==> config.mk <==
export PLATFORM = sky130hd
export DESIGN_NAME = rcpfa_ctrl
export DESIGN_NICKNAME = d
export VERILOG_FILES = /design/src/rcpfa_pkg.sv /design/src/rcpfa_ctrl.sv
export SDC_FILE = /design/constraint.sdc
export NUM_CORES = 1
export LEC_CHECK = 0
export BUFFER_PORTS_ARGS = -buffer_cell sky130_fd_sc_hd__buf_2
export CORE_UTILIZATION = 40
export DETAILED_ROUTE_END_ITERATION = 12
export PLACE_DENSITY = 0.7
export SYNTH_ARGS = -nofsm -noshare
export SYNTH_HDL_FRONTEND = slang
export SYNTH_SLANG_ARGS = --single-unit
==> constraint.sdc <==
create_clock -name clock -period 3.95 [get_ports clock]
set_input_delay 0.79 -clock clock [delete_from_list [all_inputs] [get_ports clock]]
set_output_delay 0.79 -clock clock [all_outputs]
set_load 0.01 [all_outputs]
==> src/rcpfa_pkg.sv <==
// Shared types and constants for the page frame allocator.
package rcpfa_pkg;

   localparam int ADDR_W  = 32;
   localparam int COUNT_W = 16;
   localparam int SHIFT_W = 5;
   localparam int ENTRY_W = COUNT_W + 1;
   localparam int CSR_IDX_W = 2;
   localparam int REQ_DATA_W = 88;
   localparam int RSP_DATA_W = 40;

   localparam logic [COUNT_W-1:0] COUNT_MAX = '1;

   localparam logic [CSR_IDX_W-1:0] CSR_SEARCH_START = 2'd0;
   localparam logic [CSR_IDX_W-1:0] CSR_SEARCH_END   = 2'd1;
   localparam logic [CSR_IDX_W-1:0] CSR_BLOCK_SHIFT  = 2'd2;

   localparam logic [ADDR_W-1:0]  SEARCH_START_RST = 32'h0000_0000;
   localparam logic [ADDR_W-1:0]  SEARCH_END_RST   = 32'hFFFF_FFFF;
   localparam logic [SHIFT_W-1:0] BLOCK_SHIFT_RST  = 5'd12;

   typedef enum logic [1:0] {
      OP_SET       = 2'd0,
      OP_ALLOC_ANY = 2'd1,
      OP_ALLOC_AT  = 2'd2,
      OP_FREE      = 2'd3
   } op_type;

   typedef enum logic [1:0] {
      ST_OK      = 2'd0,
      ST_NO_FREE = 2'd1,
      ST_OUTSIDE = 2'd2
   } status_type;

   typedef enum logic [1:0] {
      IDX_HOLD,
      IDX_FIRST,
      IDX_SEARCH,
      IDX_NEXT
   } idx_sel_type;

   typedef enum logic [1:0] {
      WR_NONE,
      WR_CLEAR,
      WR_SET,
      WR_UPDATE
   } wr_sel_type;

   typedef enum logic [3:0] {
      S_CLEAR,
      S_IDLE,
      S_DECODE,
      S_SET,
      S_SCAN_RD,
      S_SCAN_CHK,
      S_RMW_RD,
      S_RMW_WR,
      S_RESP
   } state_type;

   typedef struct packed {
      logic        latch_req;
      idx_sel_type idx_sel;
      logic        mem_rd;
      wr_sel_type  mem_wr;
      logic        rsp_load;
      status_type  rsp_status;
   } cmd_type;

   typedef struct packed {
      op_type op;
      logic   set_outside;
      logic   set_empty;
      logic   tgt_outside;
      logic   scan_empty;
      logic   idx_at_end;
      logic   idx_last;
      logic   frame_free;
      logic   rsp_free;
   } sts_type;

endpackage

==> src/rcpfa_ctrl.sv <==
// Controller state machine sequencing table clear, set, scan and update.
module rcpfa_ctrl (
   input  logic                clock,
   input  logic                reset,
   input  logic                req_tvalid,
   output logic                req_tready,
   input  rcpfa_pkg::sts_type  sts,
   output rcpfa_pkg::cmd_type  cmd
);

   rcpfa_pkg::state_type  state_ff, state_in;
   rcpfa_pkg::status_type stat_ff, stat_in;

   always_ff @(posedge clock) begin
      if (reset) begin
         state_ff <= rcpfa_pkg::S_CLEAR;
         stat_ff  <= rcpfa_pkg::ST_OK;
      end else begin
         state_ff <= state_in;
         stat_ff  <= stat_in;
      end
   end

   always_comb begin
      state_in       = state_ff;
      stat_in        = stat_ff;
      req_tready     = 1'b0;
      cmd.latch_req  = 1'b0;
      cmd.idx_sel    = rcpfa_pkg::IDX_HOLD;
      cmd.mem_rd     = 1'b0;
      cmd.mem_wr     = rcpfa_pkg::WR_NONE;
      cmd.rsp_load   = 1'b0;
      cmd.rsp_status = stat_ff;

      case (state_ff)
         rcpfa_pkg::S_CLEAR: begin
            cmd.mem_wr = rcpfa_pkg::WR_CLEAR;
            if (sts.idx_last) begin
               state_in = rcpfa_pkg::S_IDLE;
            end else begin
               cmd.idx_sel = rcpfa_pkg::IDX_NEXT;
            end
         end
         rcpfa_pkg::S_IDLE: begin
            req_tready = 1'b1;
            if (req_tvalid) begin
               cmd.latch_req = 1'b1;
               state_in      = rcpfa_pkg::S_DECODE;
            end
         end
         rcpfa_pkg::S_DECODE: begin
            case (sts.op)
               rcpfa_pkg::OP_SET: begin
                  if (sts.set_outside) begin
                     stat_in  = rcpfa_pkg::ST_OUTSIDE;
                     state_in = rcpfa_pkg::S_RESP;
                  end else if (sts.set_empty) begin
                     stat_in  = rcpfa_pkg::ST_OK;
                     state_in = rcpfa_pkg::S_RESP;
                  end else begin
                     cmd.idx_sel = rcpfa_pkg::IDX_FIRST;
                     state_in    = rcpfa_pkg::S_SET;
                  end
               end
               rcpfa_pkg::OP_ALLOC_ANY: begin
                  if (sts.scan_empty) begin
                     stat_in  = rcpfa_pkg::ST_NO_FREE;
                     state_in = rcpfa_pkg::S_RESP;
                  end else begin
                     cmd.idx_sel = rcpfa_pkg::IDX_SEARCH;
                     state_in    = rcpfa_pkg::S_SCAN_RD;
                  end
               end
               default: begin
                  if (sts.tgt_outside) begin
                     stat_in  = rcpfa_pkg::ST_OUTSIDE;
                     state_in = rcpfa_pkg::S_RESP;
                  end else begin
                     cmd.idx_sel = rcpfa_pkg::IDX_FIRST;
                     state_in    = rcpfa_pkg::S_RMW_RD;
                  end
               end
            endcase
         end
         rcpfa_pkg::S_SET: begin
            cmd.mem_wr = rcpfa_pkg::WR_SET;
            if (sts.idx_at_end) begin
               stat_in  = rcpfa_pkg::ST_OK;
               state_in = rcpfa_pkg::S_RESP;
            end else begin
               cmd.idx_sel = rcpfa_pkg::IDX_NEXT;
            end
         end
         rcpfa_pkg::S_SCAN_RD: begin
            cmd.mem_rd = 1'b1;
            state_in   = rcpfa_pkg::S_SCAN_CHK;
         end
         rcpfa_pkg::S_SCAN_CHK: begin
            if (sts.frame_free) begin
               cmd.mem_wr = rcpfa_pkg::WR_UPDATE;
               stat_in    = rcpfa_pkg::ST_OK;
               state_in   = rcpfa_pkg::S_RESP;
            end else if (sts.idx_at_end) begin
               stat_in  = rcpfa_pkg::ST_NO_FREE;
               state_in = rcpfa_pkg::S_RESP;
            end else begin
               cmd.idx_sel = rcpfa_pkg::IDX_NEXT;
               state_in    = rcpfa_pkg::S_SCAN_RD;
            end
         end
         rcpfa_pkg::S_RMW_RD: begin
            cmd.mem_rd = 1'b1;
            state_in   = rcpfa_pkg::S_RMW_WR;
         end
         rcpfa_pkg::S_RMW_WR: begin
            cmd.mem_wr = rcpfa_pkg::WR_UPDATE;
            stat_in    = rcpfa_pkg::ST_OK;
            state_in   = rcpfa_pkg::S_RESP;
         end
         rcpfa_pkg::S_RESP: begin
            // wait for the output register to drain
            if (sts.rsp_free) begin
               cmd.rsp_load = 1'b1;
               state_in     = rcpfa_pkg::S_IDLE;
            end
         end
         default: begin
            state_in = rcpfa_pkg::S_IDLE;
         end
      endcase
   end

endmodule

After elaboration in Yosys (flattened, before gate mapping)
Index checks and enable logic that the tools add are counted.

Add/subtract/negate cells: 0. Magnitude comparators: 0. Mux-type cells: 38. Bitwise logic cells: 0. Reduce and logical (&&, ||, !) cells: 6. Div/mod/pow operators: 0. Shift-type cells: 0. $mul: 0. Equality and inequality tests: 17.

Operator list (number): $mux W4 (10); $pmux W4 S9 (1); $mux W2 (12); $pmux W2 S4 (3); $eq A4 B3 Y1 const B (4); $mux W1 (9); $eq A4 B2 Y1 const B (2); $ne A2 B2 Y1 const B (4); $ne A4 B4 Y1 const B (2); $pmux W2 S2 (2); $pmux W4 S2 (1); $ne A3 B3 Y1 const B (2); $reduce_and A6 Y1 (1); $eq A4 B1 Y1 const B (1); $eq A4 B4 Y1 const B (1); $logic_not A4 Y1 (1); $reduce_and A4 Y1 (1); $reduce_bool A4 Y1 (1); $eq A2 B1 Y1 const B (1); $logic_not A2 Y1 (1); $reduce_or A2 Y1 (1).

Flip-flop bits (word level): 6. Bits in latches: 0. Output and inout port bits: 10. Bits in read-only memories: 0. RAM bits: 0. Memories kept: 0.

Depth between registers and ports, before layout
Word-level depth: 4. Gate-level depth with buffers: 5. Mapped depth without buffers: 4.

Worst setup path before layout
Ideal clock, no wire load.

Path kind: input to output. Start point: in sts[3] in the netlist's numbering. End point: out cmd[7] in the netlist's numbering. Required time: 3.160 ns. Arrival time: 1.431 ns. Buffers on the path: 0. Stages on the path: 4. Path slack: 1.729 ns. Path through: nor4b_1 nand3_1 a21boi_0 nand2_1.

RTL lines: start: declaration (line rcpfa_ctrl.sv:7) `input rcpfa_pkg::sts_type sts,`; end: declaration (line rcpfa_ctrl.sv:8) `output rcpfa_pkg::cmd_type cmd`.

==> summary.txt <==
Clocking
  – Clock latency on the worst-skew pair: 0.23 ns
  – CTS tree: yes
  – Sink Count: 6
  – Cts-stage hold buffer count: 0
  – # H-tree levels: 1
  – CTS Buf Count: 3
  – Post-CTS setup buffers: 0
  – Resized cells post-CTS: 0
  – CTS Buffer Depth: 2
  – Root buf cell: clkbuf_4
  – CTS clock-pin slew for the worst setup and hold paths: 0.04 ns

Floorplan
  – Die width: 40.1 um
  – IO Count: 23
  – FP Rows: 13
  – Chip height: 40.1 um
  – Full die area: 1610 um^2
  – Initial Util: 0.436
  – Core box area: 1330 um^2

Layout
  – Ant. Diodes: 0
  – Register area: 120 um^2
  – Layout cells sized above 1: 0.370
  – Final nets: 107
  – Filler cells: 148
  – Design area: 701 um^2
  – Footprint of the multi-input gates: 418 um^2
  – Syn-to-layout area delta: 20.4%

GRT
  – First-pass GRT wire length: 2.07 mm
  – Initial antenna violation count: 0
  – Vias in the first global route: 494
  – Gr usage total: 0.192
  – Largest net degree at the start of global routing: 17
  – GRT overflow: 0

Setup path
  – Cells on worst reg2reg path: 4
  – Critical path's slowest cell: nor4b_1
  – CP dominant cell by count: buf_2
  – Worst-path cell chain: buf_2, nor4b_1, nand3_1, a21boi_0, nand2_1, buf_2
  – Setup crit start: sts[3]
  – Critical Path AT: 1.78 ns
  – CP Capture Type: primary output
  – Worst path buffer plus inverter count: 2
  – Reg-to-Reg Start: state_ff[2]
  – Worst stage delay on the critical path: 0.29 ns
  – Crit Path Class: input pin to primary output
  – CP Max Fanout: 5
  – Crit path launch type: input pin
  – Crit path depth: 6
  – Required time worst endpoint: 3.16 ns
  – Cell class contributing the biggest share of worst-path delay: simple AND/OR/NAND/NOR gates

Pwr
  – PwrDens: 261 nW/um^2
  – P_leak: 0.284 nW
  – VDD IR max: 0.0981 mV
  – Overall Power: 0.183 mW

Routing
  – Number of DRC markers in iteration 0: 11
  – DRT Pass-1 Iters: 4
  – # DRC: 0
  – Vias per std cell: 5.58
  – DRT Wirelength: 1.37 mm
  – DR vias: 597
  – DR WL/cell: 12.8 um
  – ANT nets after route: 0

Place
  – Number of port buffers: 22
  – GP Congestion: 0.843
  – Cell Area, Placed: 678 um^2
  – HPWL Detailed: 1.04 mm

Timing
  – Unrepaired setup endpoints after global routing: no
  – Least-Margin Pin Slew: 0.611 ns
  – Minimum clock period: 2.57 ns
  – Max Fclk: 390 MHz
  – Relative slew slack: 0.592
  – Slew Viols, Final: 0
  – Crit share post-route: 0.649
  – Setup_tns: 0 ns
  – Hold Fails Final Rpt: 0
  – Final setup vio count: 0
  – Clock Skews: 0.00352 ns

Yosys
  – Post-Synth Adder-Cell Area: 0
  – Cell types with the highest counts after synthesis: a21oi_1, dfxtp_1, nor2_1
  – Yosys warns: 0
  – Area leader, netlist: dfxtp_1
  – Cell with the most instances after synthesis: a21oi_1
  – Synth Instances: 71
  – Post-synthesis sequential area ratio: 0.206
  – Compound-cell area share of the yosys netlist: 0.310
  – Xor/xnor cell area share of the yosys netlist: 0
  – Synth Net Count: 84
  – Largest family of logic cells by synthesized area: simple AND/OR/NAND/NOR gates
  – Multiplexer share of the synthesized area: 0.0258
  – FF+latch count, synth: 6
  – Post-synth EDFFs: 0
  – Post-synth top area share: 0.206
  – Mean Syn Cell Area: 8.19 um^2
  – Synth Area in Simple Gates: 0.383
  – Synth cell types: 37
  – Mapped cell area: 582 um^2
  – Synth Flop Type: dfxtp_1
  – Async SR Flop Fraction: 0
  – Cells taking the most area after synthesis: dfxtp_1, a21oi_1, nor2b_1

Min path
  – Min-delay src: stat_ff[0]
  – Hold depth: 2
  – HP Class: flop to flop

Outcome
  – Outcome: finished clean

Run
  – Max_cap viols: 0
==> metrics by stage <==
step	worst slack [ns]	instances	util	hold WS, ns
6_report	1.38	107	0.525	0.557
5_1_grt	1.31	107	0.525	0.572
4_1_cts	1.38	107	0.525	0.556
3_5_place_dp	1.39	104	0.508	0.551
3_3_place_gp	1.38	104	0.508	0.543
2_1_floorplan	1.73	71	-	0.543
==> registers in the layout, indices dropped and copies added, names as in the netlist <==
name,flops
stat_ff,2
state_ff,4
==> cells in the final DEF, fill, tap and decap left out, types with 2 or more instances in the layout <==
master and instances:
nand2_1 3, nand3_1 2, inv_1 3, o21ai_0 2, buf_2 22, nor3_1 4
o31ai_1 2, nor2_1 6, clkbuf_4 3, a21oi_1 7, and2_1 2, dfxtp_1 6
a211oi_1 2, nor2b_1 5
==> per-layer routing <==
| metal | GRT usage | vias up | part of all wire |
|---|---|---|---|
| met5 | 0 | - | 0 |
| met4 | 0.0862 | 0 | 0 |
| met3 | 0.0333 | 0 | 0.044 |
| met2 | 0.262 | 21 | 0.47 |
| met1 | 0.286 | 266 | 0.48 |
| li1 | - | 310 | - |
==> worst paths after layout <==
kind	to	slack, ns
max reg2reg	stat_ff[1]	2.03
min reg2reg	stat_ff[0]	0.56
max	cmd[7]	1.38
min	stat_ff[0]	0.56
==> area by class of cell <==
cell class                      count  area share
Clock buffer                        3      0.0321
Inverter                            3      0.0161
Multi-Input combinational cell     58       0.596
Sequential cell                     6       0.171
Tap cell                           15      0.0268
Timing Repair Buffer               22       0.157
==> tightest hold or removal path: cells and delay by family, from the launching register on <==
family	cells	cell delay, ns
flops	1	0.31
compound gates	2	0.20
==> report_power, final <==
group          switching (mW)  internal [mW]
logic                  0.0292         0.0270
clock network          0.0188         0.0341
registers             0.00969         0.0640
total                  0.0577          0.125
==> logic make-up (layout without fill, tap and decap cells) <==
| group | after synthesis | count (layout) |
|---|---|---|
| flops | 6 | 6 |
| simple gates | 34 | 34 |
| mux | 1 | 1 |
| compound gates | 23 | 23 |
| buf+inv | 7 | 28 |
Note: power is estimated with default switching activity, not from simulation.
